[src/rtl/mmbc_pkg.sv]
package mmbc_pkg;

  localparam int CFG_AW = 3;
  localparam int CFG_DW = 32;

  localparam logic [0:0] REG_MODE = 1'b0;

  localparam logic [1:0] MODE_CRC32   = 2'd0;
  localparam logic [1:0] MODE_ADLER32 = 2'd1;
  localparam logic [1:0] MODE_BSD     = 2'd2;

  localparam logic [31:0] CRC_POLY  = 32'hEDB8_8320;
  localparam logic [31:0] CRC_INIT  = 32'hFFFF_FFFF;
  localparam logic [16:0] ADLER_MOD = 17'd65521;
  localparam logic [15:0] ADLER_LOW_INIT  = 16'd1;
  localparam logic [15:0] ADLER_HIGH_INIT = 16'd0;
  localparam logic [15:0] BSD_INIT        = 16'd0;

  typedef struct packed {
    logic       valid;
    logic [7:0] data_byte;
    logic       last_byte;
  } mmbc_item_t;

  function automatic logic [31:0] crc_byte(input logic [31:0] c, input logic [7:0] b);
    logic [31:0] v;
    v = c ^ {24'd0, b};
    for (int k = 0; k < 8; k++) begin
      if (v[0]) begin
        v = CRC_POLY ^ (v >> 1);
      end else begin
        v = v >> 1;
      end
    end
    return v;
  endfunction

  function automatic logic [15:0] mod_step(input logic [16:0] v);
    logic [16:0] r;
    r = (v >= ADLER_MOD) ? (v - ADLER_MOD) : v;
    return r[15:0];
  endfunction

endpackage

[src/rtl/mmbc_if.sv]
interface mmbc_in_if;
  logic       valid;
  logic       ready;
  logic [7:0] data_byte;
  logic       last_byte;

  modport source (output valid, output data_byte, output last_byte, input ready);
  modport sink   (input valid, input data_byte, input last_byte, output ready);
endinterface

interface mmbc_out_if;
  logic        valid;
  logic        ready;
  logic [31:0] checksum_value;

  modport source (output valid, output checksum_value, input ready);
  modport sink   (input valid, input checksum_value, output ready);
endinterface

[src/rtl/mmbc_cfg_regs.sv]
module mmbc_cfg_regs
  import mmbc_pkg::*;
(
  input  logic              clk,
  input  logic              rst_n,
  input  logic              cfg_psel,
  input  logic              cfg_penable,
  input  logic              cfg_pwrite,
  input  logic [CFG_AW-1:0] cfg_paddr,
  input  logic [CFG_DW-1:0] cfg_pwdata,
  output logic [CFG_DW-1:0] cfg_prdata,
  output logic              cfg_pready,
  output logic [1:0]        mode
);

  logic [1:0] mode_r;
  logic       hit;

  assign hit        = (cfg_paddr[CFG_AW-1:2] == REG_MODE);
  assign cfg_pready = 1'b1;
  assign mode       = mode_r;

  always_ff @(posedge clk) begin
    if (!rst_n) begin
      mode_r <= MODE_CRC32;
    end else if (cfg_psel && cfg_penable && cfg_pwrite && cfg_pready && hit) begin
      mode_r <= cfg_pwdata[1:0];
    end
  end

  always_comb begin
    cfg_prdata = '0;
    if (hit) begin
      cfg_prdata = {{(CFG_DW-2){1'b0}}, mode_r};
    end
  end

endmodule

[src/rtl/mmbc_in_stage.sv]
module mmbc_in_stage
  import mmbc_pkg::*;
(
  input  logic       clk,
  input  logic       rst_n,
  mmbc_in_if.sink    in_ch,
  input  logic       advance,
  output mmbc_item_t item
);

  logic       valid_r;
  logic [7:0] data_r;
  logic       last_r;
  logic       load;

  assign in_ch.ready = rst_n && (!valid_r || advance);
  assign load        = in_ch.valid && in_ch.ready;

  always_ff @(posedge clk) begin
    if (!rst_n) begin
      valid_r <= 1'b0;
    end else if (load) begin
      valid_r <= 1'b1;
    end else if (advance) begin
      valid_r <= 1'b0;
    end
  end

  always_ff @(posedge clk) begin
    if (load) begin
      data_r <= in_ch.data_byte;
      last_r <= in_ch.last_byte;
    end
  end

  assign item = '{valid: valid_r, data_byte: data_r, last_byte: last_r};

endmodule

[src/rtl/mmbc_sum_core.sv]
module mmbc_sum_core
  import mmbc_pkg::*;
(
  input  logic       clk,
  input  logic       rst_n,
  input  mmbc_item_t item,
  input  logic [1:0] mode,
  output logic       advance,
  mmbc_out_if.source out_ch
);

  logic [31:0] crc_r, crc_nxt;
  logic [15:0] alow_r, alow_nxt;
  logic [15:0] ahigh_r, ahigh_nxt;
  logic [15:0] bsd_r, bsd_nxt;
  logic        out_valid_r;
  logic [31:0] out_value_r, out_value_nxt;
  logic        out_free;

  assign out_free = !out_valid_r || out_ch.ready;
  assign advance  = item.valid && (!item.last_byte || out_free);

  always_comb begin
    crc_nxt   = crc_byte(crc_r, item.data_byte);
    alow_nxt  = mod_step({1'b0, alow_r} + {9'd0, item.data_byte});
    ahigh_nxt = mod_step({1'b0, ahigh_r} + {1'b0, alow_nxt});
    bsd_nxt   = {bsd_r[0], bsd_r[15:1]} + {8'd0, item.data_byte};
    case (mode)
      MODE_CRC32:   out_value_nxt = crc_nxt ^ CRC_INIT;
      MODE_ADLER32: out_value_nxt = {ahigh_nxt, alow_nxt};
      MODE_BSD:     out_value_nxt = {16'd0, bsd_nxt};
      default:      out_value_nxt = '0;
    endcase
  end

  always_ff @(posedge clk) begin
    if (!rst_n) begin
      crc_r   <= CRC_INIT;
      alow_r  <= ADLER_LOW_INIT;
      ahigh_r <= ADLER_HIGH_INIT;
      bsd_r   <= BSD_INIT;
    end else if (advance) begin
      if (item.last_byte) begin
        crc_r   <= CRC_INIT;
        alow_r  <= ADLER_LOW_INIT;
        ahigh_r <= ADLER_HIGH_INIT;
        bsd_r   <= BSD_INIT;
      end else begin
        crc_r   <= crc_nxt;
        alow_r  <= alow_nxt;
        ahigh_r <= ahigh_nxt;
        bsd_r   <= bsd_nxt;
      end
    end
  end

  always_ff @(posedge clk) begin
    if (!rst_n) begin
      out_valid_r <= 1'b0;
    end else if (advance && item.last_byte) begin
      out_valid_r <= 1'b1;
    end else if (out_ch.ready) begin
      out_valid_r <= 1'b0;
    end
  end

  always_ff @(posedge clk) begin
    if (advance && item.last_byte) begin
      out_value_r <= out_value_nxt;
    end
  end

  assign out_ch.valid          = out_valid_r;
  assign out_ch.checksum_value = out_value_r;

endmodule

[src/rtl/multi_mode_byte_checksum_core.sv]
// Multi-mode byte checksum: CRC-32, Adler-32 or BSD 16-bit sum over a byte stream.
//
// in_ch carries one message byte per request with a last flag; a request is
// taken when valid and ready are both high. out_ch carries one checksum per
// message, after the byte flagged last. The checksum type comes from the mode
// register at APB byte address 0 (0 CRC-32, 1 Adler-32, 2 BSD sum, 3 zero);
// change it only while no message is in flight.
//
// Throughput is one byte per cycle while out_ch is free: a byte sits in the input
// register while the sum update and result select run combinationally into
// the result register. With out_ch free, out_ch.valid rises once the last byte
// has passed through the input register and then the result register. The three
// sums run side by side and restart after each last byte.
//
// While out_ch is stalled the result holds; non-last bytes keep flowing, and a
// second last byte waits in the input register, which then drops in_ch.ready.
// Reset (rst_n low, synchronous) empties both registers, restarts all sums
// and sets the mode to CRC-32; in_ch.ready stays low during reset.
module multi_mode_byte_checksum_core
  import mmbc_pkg::*;
(
  input  logic              clk,
  input  logic              rst_n,
  mmbc_in_if.sink           in_ch,
  mmbc_out_if.source        out_ch,
  input  logic              cfg_psel,
  input  logic              cfg_penable,
  input  logic              cfg_pwrite,
  input  logic [CFG_AW-1:0] cfg_paddr,
  input  logic [CFG_DW-1:0] cfg_pwdata,
  output logic [CFG_DW-1:0] cfg_prdata,
  output logic              cfg_pready
);

  logic [1:0] mode;
  logic       advance;
  mmbc_item_t item;

  mmbc_cfg_regs u_cfg (
    .clk         (clk),
    .rst_n       (rst_n),
    .cfg_psel    (cfg_psel),
    .cfg_penable (cfg_penable),
    .cfg_pwrite  (cfg_pwrite),
    .cfg_paddr   (cfg_paddr),
    .cfg_pwdata  (cfg_pwdata),
    .cfg_prdata  (cfg_prdata),
    .cfg_pready  (cfg_pready),
    .mode        (mode)
  );

  mmbc_in_stage u_in (
    .clk     (clk),
    .rst_n   (rst_n),
    .in_ch   (in_ch),
    .advance (advance),
    .item    (item)
  );

  mmbc_sum_core u_core (
    .clk     (clk),
    .rst_n   (rst_n),
    .item    (item),
    .mode    (mode),
    .advance (advance),
    .out_ch  (out_ch)
  );

endmodule

[src/flat_wrapper.sv]
// flat-port wrapper written by rule: the top's interface ports become plain ports
module multi_mode_byte_checksum_core_flat import mmbc_pkg::*;
  (clk, rst_n, cfg_psel, cfg_penable, cfg_pwrite, cfg_paddr, cfg_pwdata, cfg_prdata, cfg_pready, in_ch_valid, in_ch_data_byte, in_ch_last_byte, in_ch_ready, out_ch_valid, out_ch_checksum_value, out_ch_ready);
  mmbc_in_if in_ch_i ();
  mmbc_out_if out_ch_i ();
  input  logic clk;
  input  logic rst_n;
  input  logic cfg_psel;
  input  logic cfg_penable;
  input  logic cfg_pwrite;
  input  logic [CFG_AW-1:0] cfg_paddr;
  input  logic [CFG_DW-1:0] cfg_pwdata;
  output logic [CFG_DW-1:0] cfg_prdata;
  output logic cfg_pready;
  input wire logic [$bits(in_ch_i.valid)-1:0] in_ch_valid;
  input wire logic [$bits(in_ch_i.data_byte)-1:0] in_ch_data_byte;
  input wire logic [$bits(in_ch_i.last_byte)-1:0] in_ch_last_byte;
  output wire logic [$bits(in_ch_i.ready)-1:0] in_ch_ready;
  output wire logic [$bits(out_ch_i.valid)-1:0] out_ch_valid;
  output wire logic [$bits(out_ch_i.checksum_value)-1:0] out_ch_checksum_value;
  input wire logic [$bits(out_ch_i.ready)-1:0] out_ch_ready;
  assign in_ch_i.valid = in_ch_valid;
  assign in_ch_i.data_byte = in_ch_data_byte;
  assign in_ch_i.last_byte = in_ch_last_byte;
  assign in_ch_ready = in_ch_i.ready;
  assign out_ch_valid = out_ch_i.valid;
  assign out_ch_checksum_value = out_ch_i.checksum_value;
  assign out_ch_i.ready = out_ch_ready;
  multi_mode_byte_checksum_core u_core (.clk(clk), .rst_n(rst_n), .in_ch(in_ch_i), .out_ch(out_ch_i), .cfg_psel(cfg_psel), .cfg_penable(cfg_penable), .cfg_pwrite(cfg_pwrite), .cfg_paddr(cfg_paddr), .cfg_pwdata(cfg_pwdata), .cfg_prdata(cfg_prdata), .cfg_pready(cfg_pready));
endmodule
[config.mk]
export PLATFORM = sky130hd
export DESIGN_NAME = multi_mode_byte_checksum_core_flat
export DESIGN_NICKNAME = d
export VERILOG_FILES = /design/src/rtl/mmbc_pkg.sv /design/src/rtl/mmbc_if.sv /design/src/rtl/mmbc_cfg_regs.sv /design/src/rtl/mmbc_in_stage.sv /design/src/rtl/mmbc_sum_core.sv /design/src/rtl/multi_mode_byte_checksum_core.sv /design/src/flat_wrapper.sv
export SDC_FILE = /design/constraint.sdc
export NUM_CORES = 1
export LEC_CHECK = 0
export BUFFER_PORTS_ARGS = -buffer_cell sky130_fd_sc_hd__buf_2
export CAP_MARGIN = 5
export CORE_MARGIN = 5
export CORE_UTILIZATION = 53
export DETAILED_ROUTE_END_ITERATION = 8
export PLACE_DENSITY = 0.88
export SLEW_MARGIN = 40
export SYNTH_ARGS = -nofsm -noshare
export SYNTH_HDL_FRONTEND = slang
export SYNTH_SLANG_ARGS = --single-unit
[constraint.sdc]
create_clock -name clk -period 6.43 [get_ports clk]
set_input_delay 1.286 -clock clk [delete_from_list [all_inputs] [get_ports clk]]
set_output_delay 1.286 -clock clk [all_outputs]
set_load 0.05 [all_outputs]
==> flow_summary.yaml, run 1 <==
sta:
  period_minus_slack_ns: 6.43
  slew_headroom_pct: 38.8
  slew_viol_final: 0
  setup_viol: 0
  fmax_mhz: 156
  finClkSkew_ns: 0.00924
  finalCritPeriodShare_pct: 100
  hold_viol_final: 0
  worst_pin_slew_ns: 0.919
global_route:
  grt_pass1_wl_mm: 39.1
  grt_max_degree: 83
  grt_overflow_total: 0
  grt_usage_pct: 25.2
  antenna_found_initial: 0
  grt_pass1_vias: 7605
logic_synthesis:
  synth.area.top_cells: "dfxtp_1 (19%), edfxtp_1 (14%), xnor2_1 (8.2%), ha_1 (5.4%), nand2_1 (4.7%)"
  synth_top_cell_area_share_pct: 19.0
  synth_cells: 1001
  synth-edff-count: 41
  synth_warnings: 0
  synth_cell_types: 91
  synth_area_per_cell_um2: 8.82
  yosys_most_used_dff: "dfxtp_1"
  synth_top_cell_by_area: "dfxtp_1"
  syn_area_um2: 8830
  ys_ff_latch: 125
  async_reset_ff_share_pct: 0
  ys_seq_area_share_pct: 33.0
outcome:
  status: "completed"
floorplanning:
  die_h_um: 139
  ioPinCount: 118
  dieArea_um2: 19300
  start_util_pct: 53.6
  core-area_um2: 16500
  num_rows: 47
  die_w_um: 139
hold_path:
  whs_path_depth: 2
  holdCritStartpoint: "u_core.u_core.alow_r[3]"
  whs_endpoint: "u_core.u_core.alow_r[3]"
  hold_path.class: "reg -> reg"
cts:
  clk_pin_slew_worst_paths_ns: 0.06
  htree_levels: 4
  clock-sinks: 125
  cts_tree: "yes"
  clockBufferDepth: 2
  numCtsBuffers: 17
  root_buffer: "clkbuf_16"
  clock_latency_ns: 0.44
setup_path:
  critPathMaxFanout: 6
  r2r_end: "u_core.u_core.out_ch.checksum_value[27]"
  max_stage_delay_ns: 0.56
  crit_buf_inv: 2
  reg2reg_depth: 21
  reg2reg_setup_slack_ns: 0.003
  crit_slowest_cell: "or4_4"
  cp.required_ns: 6.69
  worstSetupStartpointType: "flip-flop"
  r2r_start: "u_core.u_in.data_r[0]"
  crit_path_end_kind: "flip-flop"
  cp_cell_sequence: "ha_2, inv_1, fa_2, and2b_2, o2111a_2, o21ai_2, nand3_1, or4_4, or4b_4, a211oi_4, nor2_2, ha_1, a21o_1, or4_4, or3_4, a21o_1, and2_4, o31a_1, buf_4, or4_1, a311oi_2"
  arrival_ns: 6.69
  critical-path-top-delay-family: "simple AND/OR/NAND/NOR gates"
  critPathKind: "reg -> reg"
route:
  drt_iter0_drc: 970
  avgViaCountPerCell: 6.21
  drtPass1Iterations: 5
  wire_per_inst_um: 19.4
  ant_nets: 0
  routed_wl_mm: 25.7
  vias: 8232
  drc: 0
placed_design:
  gp_congestion: 0.960
  dpl-instance-area_um2: 9360
  dp_hpwl_mm: 17.6
  port-buffer-count: 54
pwr:
  powerDensity_nw_per_um2: 282
  peakVddDrop_mv: 0.191
  finalPower_mw: 2.92
  p_leak_nw: 4.28
layout:
  final_common_cell: "nand2_1"
  syn_to_final_growth_pct: 17.2
  drive_above_1_share_pct: 20.9
  num-fill-cells: 1255
  antenna_cells: 0
  layout_common_cells: "nand2_1 (108), dfxtp_1 (84), xnor2_1 (83), buf_4 (69), buf_2 (54)"
  finish.utilization_pct: 62.8
  nets: 1184
  final_area_um2: 10300
flow_run:
  cap_viol_max_count: 0
[per-stage QoR]
| step | setup WS, ns | TNS, ns | hold WS (ns) | std cells |
|---|---|---|---|---|
| finish | 0.00295 | 0 | 0.468 | 1325 |
| floorplan | 0.322 | 0 | 0.429 | 1030 |
| CTS | 0.0274 | 0 | 0.467 | 1311 |
| global placement | 0.0419 | 0 | 0.445 | 1275 |
| global route | -0.149 | -1.23 | 0.492 | 1325 |
| detailed placement | -0.0722 | -0.157 | 0.453 | 1275 |
[cell families (layout without fill, tap and decap cells)]
kind of cell	after synthesis	count (layout)	share of synthesized area, %
AOI/OAI and AO/OA	241	241	19.9
xor gates and xnor gates	122	122	12.3
adders and majority gates	41	41	6.06
buffers and inverters	116	191	7.45
DFF	125	125	33.0
muxes	16	16	1.83
other	2	31	0.0850
and+or+nand+nor	338	338	19.4
[report_power, final]
part | internal, mW | leakage [nW] | switching [mW] | total [mW]
Sequential | 0.895 | 1.06 | 0.0295 | 0.925
Clock | 0.689 | 0.313 | 0.381 | 1.07
Combinational | 0.316 | 2.90 | 0.608 | 0.924
Total | 1.90 | 4.28 | 1.02 | 2.92
[layer usage]
metal	vias to the layer above	part of all wire, %	global-route usage, %
li1	3753	-	-
met1	3886	39	31.6
met2	480	47	41.4
met3	113	9.8	6.10
met4	0	4.3	11.1
met5	-	0	0
[Yosys cell counts (all sizes together) (4+ instances only)]
library cell	n
a311oi	8
o311a	4
dfxtp	84
or2	5
o31ai	8
or3	4
o22ai	9
edfxtp	41
buf	46
and2	18
nand2	111
inv	35
nand4	16
o21ai	44
a21boi	5
ha	38
a21o	21
a22o	5
o211ai	36
or4	14
a211oi	16
xor2	38
xnor2	83
nor3	18
nand2b	7
nand3	39
a211o	4
mux2i	15
clkbuf	34
a21oi	33
o2111ai	4
o21a	4
nor4	6
nor2	60
and3	10
nor2b	20
a22oi	9
[sequential cells by signal, summed over array words and instances, names as in the netlist]
| name | flops |
|---|---|
| u_core.u_core.crc_r | 32 |
| u_core.u_core.out_ch.checksum_value | 32 |
| u_core.u_core.ahigh_r | 16 |
| u_core.u_core.alow_r | 16 |
| u_core.u_core.bsd_r | 16 |
| u_core.u_in.data_r | 8 |
| u_core.u_cfg.mode | 2 |
| u_core.u_core.out_ch.valid | 1 |
| u_core.u_in.last_r | 1 |
| u_core.u_in.valid_r | 1 |
[worst max path at each step]
stage,from,end,depth (start not counted)
floorplan,u_core.u_in.data_r[0],u_core.u_core.out_ch.checksum_value[22],25
global placement,u_core.u_in.data_r[0],u_core.u_core.ahigh_r[5],21
detailed placement,u_core.u_in.data_r[0],u_core.u_core.out_ch.checksum_value[22],24
CTS,u_core.u_in.data_r[0],u_core.u_core.ahigh_r[5],21
global route,u_core.u_in.data_r[0],u_core.u_core.out_ch.checksum_value[27],21
finish,u_core.u_in.data_r[0],u_core.u_core.out_ch.checksum_value[27],21
[cell type report]
| class | instances | area [um^2] | share of cell area (%) |
|---|---|---|---|
| clock buffers | 18 | 429 | 4.15 |
| clock inverters | 14 | 215 | 2.08 |
| inverters | 35 | 131 | 1.27 |
| multi-input cells | 789 | 5590 | 54.0 |
| flip-flops and latches | 125 | 2910 | 28.1 |
| well taps | 220 | 275 | 2.66 |
| repair buffers | 124 | 800 | 7.73 |
[timing repair]
action	CTS	global route
setup endpoints to repair	8	31
resized for setup	8	35
hold buffers	0	0
pin swaps	3	16
setup buffers	4	14
hold endpoints to repair	0	0
[tightest hold or removal path, cell delays in order (launching register included)]
cell and delay (ns):
dfxtp_1 0.33, nand2_1 0.05, o21ai_0 0.06
Note: power is estimated with default switching activity, not from simulation.
==> run 2: changes to the inputs <==
--- a/config.mk
+++ b/config.mk
@@ -10,6 +10,7 @@
 export CORE_MARGIN = 5
 export CORE_UTILIZATION = 53
 export DETAILED_ROUTE_END_ITERATION = 8
+export GPL_TIMING_DRIVEN = 0
 export PLACE_DENSITY = 0.88
 export SLEW_MARGIN = 40
 export SYNTH_ARGS = -nofsm -noshare
==> run 2 against run 1 <==
  * Critical path depth grew 4
  * Largest power group is now combinational logic
  * Critical endpoint is now u_core.u_core.out_ch.checksum_value[31]
  * Sequential share of layout area is 1.2 points lower
  * Setup slack got worse by 0.073 ns
  * Routed wire length up 8.8%
  * Core utilization up 2.8 points
  * Non-clock buffer count is 45 higher
  * Cell count up 3.5%
  * Flip-flop and latch count did not move
  * The run now ends with setup timing left
  * Clock skew is 0.0011 ns higher
  * Critical path type unchanged
  * Register-to-register slack lost 0.07 ns
  * Via count is 4.4% higher
==> flow_summary.yaml, run 2 (synthesis results as in run 1) <==
setup_path:
  crit_path_end_kind: "flip-flop"
  critical-path-top-delay-family: "simple AND/OR/NAND/NOR gates"
  crit_slowest_cell: "or4_4"
  critPathMaxFanout: 7
  max_stage_delay_ns: 0.58
  arrival_ns: 6.66
  crit_buf_inv: 4
  cp.required_ns: 6.59
  critPathKind: "reg -> reg"
  worstSetupStartpointType: "flip-flop"
floorplanning:
  ioPinCount: 118
  die_h_um: 139
  num_rows: 47
  core-area_um2: 16500
  die_w_um: 139
  dieArea_um2: 19300
  start_util_pct: 53.6
placed_design:
  gp_congestion: 0.979
  dpl-instance-area_um2: 9550
  dp_hpwl_mm: 19.4
  port-buffer-count: 53
route:
  vias: 8597
  ant_nets: 0
  avgViaCountPerCell: 6.27
  drt_iter0_drc: 1216
  drc: 0
  wire_per_inst_um: 20.4
  routed_wl_mm: 28.0
  drtPass1Iterations: 6
sta:
  fmax_mhz: 154
  hold_ws_ns: 0.467
  period_minus_slack_ns: 6.50
  slew_viol_final: 0
  hold_viol_final: 0
  setup_viol: 8
  worst_pin_slew_ns: 0.811
  finalWorstSetupSlack_ns: -0.0697
  finClkSkew_ns: 0.0104
  finalCritPeriodShare_pct: 101
  slew_headroom_pct: 45.8
  rsz0062_at_grt: "true"
  setup-tns-final_ns: -0.321
pwr:
  p_leak_nw: 4.45
  p_clk_share_pct: 33.2
  peakVddDrop_mv: 0.201
  p_int_mw: 1.78
  power_frac_seq_pct: 32.3
  powerDensity_nw_per_um2: 264
  swShare_pct: 37.9
  switchingPower_mw: 1.08
  combPwrFrac_pct: 34.5
layout:
  syn_to_final_growth_pct: 22.4
  final_common_cell: "nand2_1"
  layout_common_cells: "nand2_1 (109), dfxtp_1 (84), xnor2_1 (77), buf_4 (65), buf_2 (57)"
  final_area_um2: 10800
  drive_above_1_share_pct: 23.7
  nets: 1229
global_route:
  grt_pass1_vias: 7874
  grt_overflow_total: 0
  grt_max_degree: 17
  grt_pass1_wl_mm: 41.7
  grt_usage_pct: 27.0
  antenna_found_initial: 0
flow_run:
  cap_viol_max_count: 0
outcome:
  violations: "setup timing"
  status: "finished with violations"
cts:
  cts_tree: "yes"
  clock_latency_ns: 0.44
  clock-sinks: 125
  root_buffer: "clkbuf_16"
  cts_hold_buf: 0
  clk_pin_slew_worst_paths_ns: 0.06
  clockBufferDepth: 2
  numCtsBuffers: 17
  htree_levels: 4
hold_path:
  hold_path.class: "reg -> reg"
==> run 2: final cells by class <==
cell class	count	area [um^2]
diodes	1	2.50
repair buffers	89	588
flip-flops and latches	125	2910
inverters	35	131
multi-input cells	789	5800
clock buffers	18	439
plain buffers	80	528
clock inverters	14	135
well taps	220	275
fillers	1224	5650
==> run 2: what timing repair did <==
action                                  CTS  global route
setup buffers                             9            25
pin swaps                                11            30
gates resized for setup                  29            53
endpoints found under the setup margin   32            30
==> run 2: final timing paths <==
check                                               start                                 endpoint  slack [ns]  depth (start not counted)
worst max-delay path                u_core.u_in.data_r[0]  u_core.u_core.out_ch.checksum_value[31]       -0.07                         25
worst min-delay path            u_core.u_core.ahigh_r[15]                u_core.u_core.ahigh_r[15]        0.47                          2
worst max register to register      u_core.u_in.data_r[0]  u_core.u_core.out_ch.checksum_value[31]       -0.07                         25
worst min register to register  u_core.u_core.ahigh_r[15]                u_core.u_core.ahigh_r[15]        0.47                          2
==> run 2: power groups by stage <==
stage	combinational, mW	clock, mW	sequential [mW]
after floorplan	0.585	0	0.995
after global placement	0.858	0	0.939
after detailed placement	0.879	0	0.940
after CTS	0.911	0.945	0.923
after global routing	1.03	0.982	0.927
final	0.985	0.949	0.924
==> run 2: worst register-to-register path, cell delays in order (launching register included) <==
cell,delay [ns]
edfxtp_1,0.41
ha_2,0.22
inv_2,0.04
fa_2,0.35
and2b_2,0.25
o2111a_2,0.24
or3_4,0.14
nand3_2,0.07
or4_4,0.58
nor4_4,0.39
nor2_2,0.14
xnor2_2,0.20
inv_1,0.10
ha_1,0.20
inv_1,0.07
fa_2,0.37
nand3b_1,0.24
a21oi_2,0.31
nor2_4,0.09
xor2_1,0.21
nor4_4,0.33
nand4_4,0.19
buf_4,0.18
nor3_1,0.26
mux2i_1,0.48
a211oi_1,0.18
==> run 2: per-stage QoR <==
step / setup slack (ns) / instances / power (mW) / util, %
after floorplan: 0.322 / 1030 / 1.58 / -
after global placement: -1.00 / 1303 / 1.80 / 57.6
after detailed placement: -1.08 / 1305 / 1.82 / 58.0
after CTS: 0.0333 / 1345 / 2.78 / 62.8
after global routing: -0.328 / 1370 / 2.94 / 65.7
final: -0.0697 / 1371 / 2.86 / 65.7
==> run 2: layer usage <==
| metal | wire length [um] | vias up | GRT usage (%) | share of wire, % |
|---|---|---|---|---|
| li1 | - | 3835 | - | - |
| met2 | 13100 | 582 | 43.7 | 47 |
| met1 | 10400 | 4036 | 34.8 | 37 |
| met3 | 3100 | 144 | 6.07 | 11 |
| met4 | 1420 | 0 | 11.5 | 5.1 |
| met5 | 0 | - | 0 | 0 |
==> run 3: changes to the inputs <==
--- a/config.mk
+++ b/config.mk
@@ -5,13 +5,14 @@
 export SDC_FILE = /design/constraint.sdc
 export NUM_CORES = 1
 export LEC_CHECK = 0
+export ABC_AREA = 1
 export BUFFER_PORTS_ARGS = -buffer_cell sky130_fd_sc_hd__buf_2
 export CAP_MARGIN = 5
 export CORE_MARGIN = 5
-export CORE_UTILIZATION = 53
+export CORE_UTILIZATION = 54
 export DETAILED_ROUTE_END_ITERATION = 8
 export GPL_TIMING_DRIVEN = 0
-export PLACE_DENSITY = 0.88
+export PLACE_DENSITY = 0.89
 export SLEW_MARGIN = 40
 export SYNTH_ARGS = -nofsm -noshare
 export SYNTH_HDL_FRONTEND = slang
==> run 3 against run 2 <==
  * The flow now finishes without violations
  * Non-clock buffer count shrank 48
  * Clock power grew 3.9%
  * Synthesized area grew 6.1%
  * Maximum frequency grew 8.6%
  * Combinational power shrank 19%
  * First-iteration DRC count shrank 19%
  * Design area shrank 1.6%
  * Critical path type unchanged
  * Highest routed layer unchanged
==> flow_summary.yaml, run 3 <==
outcome:
  status: "completed"
route:
  wire_per_inst_um: 16.5
  ant_nets: 0
  drtPass1Iterations: 7
  routed_wl_mm: 27.4
  vias: 9308
  avgViaCountPerCell: 5.61
  drt_iter0_drc: 990
  drc: 0
pwr:
  p_int_mw: 1.74
  peakVddDrop_mv: 0.203
  powerDensity_nw_per_um2: 253
  combPwrFrac_pct: 29.5
  swShare_pct: 35.6
  switchingPower_mw: 0.959
  p_leak_nw: 4.96
  power_frac_seq_pct: 33.9
  p_clk_share_pct: 36.6
layout:
  drive_above_1_share_pct: 15.0
  layout_common_cells: "nand2_1 (389), inv_1 (160), nand3_1 (99), a21oi_1 (84), dfxtp_1 (84)"
  syn_to_final_growth_pct: 13.6
  final_common_cell: "nand2_1"
  multi_input_area_um2: 5560
  antenna_cells: 0
  regArea_um2: 2910
  nets: 1513
  num-fill-cells: 1474
cts:
  numCtsBuffers: 17
  root_buffer: "clkbuf_16"
  postCtsResizedCells: 0
  cts_setup_buffers: 0
  cts_hold_buf: 0
  clockBufferDepth: 2
  clock_latency_ns: 0.43
  clk_pin_slew_worst_paths_ns: 0.06
  htree_levels: 4
  clock-sinks: 125
  cts_tree: "yes"
setup_path:
  max_stage_delay_ns: 0.54
  crit_slowest_cell: "edfxtp_1"
  worstSetupStartpointType: "flip-flop"
  crit_path_end_kind: "flip-flop"
  arrival_ns: 6.12
  cp.required_ns: 6.56
  critPathMaxFanout: 10
  critPathKind: "reg -> reg"
  crit_top_cell: "nand2_1"
logic_synthesis:
  synth_warnings: 0
  synth_top_cell_area_share_pct: 17.9
  synth_area_per_cell_um2: 7.11
  synth.area.top_cells: "dfxtp_1 (18%), nand2_1 (16%), edfxtp_1 (13%), inv_1 (6.5%), xor2_1 (6.4%)"
  synth_cell_types: 44
  synth_top_cell_by_area: "dfxtp_1"
  synthTopCellsByCount: "nand2_1 (389), inv_1 (161), nand3_1 (99)"
  synth-edff-count: 41
  synth_cells: 1318
  ys_seq_area_share_pct: 31.1
  async_reset_ff_share_pct: 0
  ys_ff_latch: 125
  yosys_most_used_dff: "dfxtp_1"
  syn_area_um2: 9370
  yosysMostFrequentCell: "nand2_1"
global_route:
  grt_pass1_vias: 8528
  grt_max_degree: 34
  grt_pass1_wl_mm: 43.4
  antenna_found_initial: 0
  grt_overflow_total: 0
  grt_usage_pct: 27.3
placed_design:
  port-buffer-count: 54
  dp_hpwl_mm: 20.7
  gp_congestion: 0.987
  place_ws_ns: 0.627
sta:
  finClkSkew_ns: 0.00736
  period_minus_slack_ns: 5.99
  hold_viol_final: 0
  worst_pin_slew_ns: 0.822
  finalWorstSetupSlack_ns: 0.444
  setup-tns-final_ns: 0
  slew_headroom_pct: 45.1
  fmax_mhz: 167
  finalCritPeriodShare_pct: 93.1
  setup_viol: 0
  rsz0062_at_grt: "false"
  slew_viol_final: 0
floorplanning:
  die_w_um: 142
  ioPinCount: 118
  start_util_pct: 54.5
  dieArea_um2: 20100
  num_rows: 48
  die_h_um: 142
  core-area_um2: 17200
hold_path:
  hold_path.class: "reg -> reg"
flow_run:
  cap_viol_max_count: 0
-- run 3: final cells by class --
type                    instances  area share [%]
repair buffers                 55            2.61
clock buffers                  19            4.07
flip-flops and latches        125            27.4
clock inverters                13            1.53
plain buffers                  66            3.72
inverters                     165            5.82
multi-input cells             991            52.2
well taps                     225            2.65
-- run 3: kinds of logic after synthesis --
group / synth area share [%]
xor gates and xnor gates: 11.0
adders and majority gates: 5.72
other: 0.0802
AOI/OAI and AO/OA: 8.55
buffers and inverters: 10.8
and+or+nand+nor: 32.7
DFF: 31.1
-- run 3: routing by layer --
metal	track usage, %	up-vias	routed length, um
met1	34.1	4259	10800
met3	6.44	121	2660
met2	44.3	545	12800
met4	13.3	0	1270
li1	-	4383	-
met5	0	-	0
-- run 3: through the flow --
stage               hold WS, ns  instances  utilization [%]  cell area, um^2  total power [mW]
floorplan                 0.441       1347                -             9480              1.50
global placement          0.454       1626             58.4            10000              1.66
detailed placement        0.459       1626             58.4            10000              1.68
CTS                       0.468       1658             61.9            10600              2.67
global route              0.485       1659             62.0            10600              2.79
finish                    0.468       1659             62.0            10600              2.69
-- run 3: power groups by stage --
stage / Sequential (mW) / Clock [mW] / Combinational, mW
2_1_floorplan: 0.979 / 0 / 0.518
5_1_grt: 0.917 / 1.03 / 0.847
3_3_place_gp: 0.928 / 0 / 0.733
6_report: 0.914 / 0.986 / 0.794
3_5_place_dp: 0.929 / 0 / 0.750
4_1_cts: 0.913 / 0.984 / 0.773
-- run 3: worst paths after layout --
path,startpoint,to,slack (ns),cells past startpoint
max,u_core.u_in.data_r[1],u_core.u_core.out_ch.checksum_value[21],0.44,32
max reg2reg,u_core.u_in.data_r[1],u_core.u_core.out_ch.checksum_value[21],0.44,32
min,u_core.u_core.bsd_r[5],u_core.u_core.bsd_r[5],0.47,2
min reg2reg,u_core.u_core.bsd_r[5],u_core.u_core.bsd_r[5],0.47,2
-- run 3: critical path, delay by kind of cell, from the launching register on --
family	cells	cell delay [ns]
buffers and inverters	5	0.65
and+or+nand+nor	22	2.95
adders and majority gates	3	1.19
DFF	1	0.54
xor gates and xnor gates	1	0.22
AOI/OAI and AO/OA	1	0.13
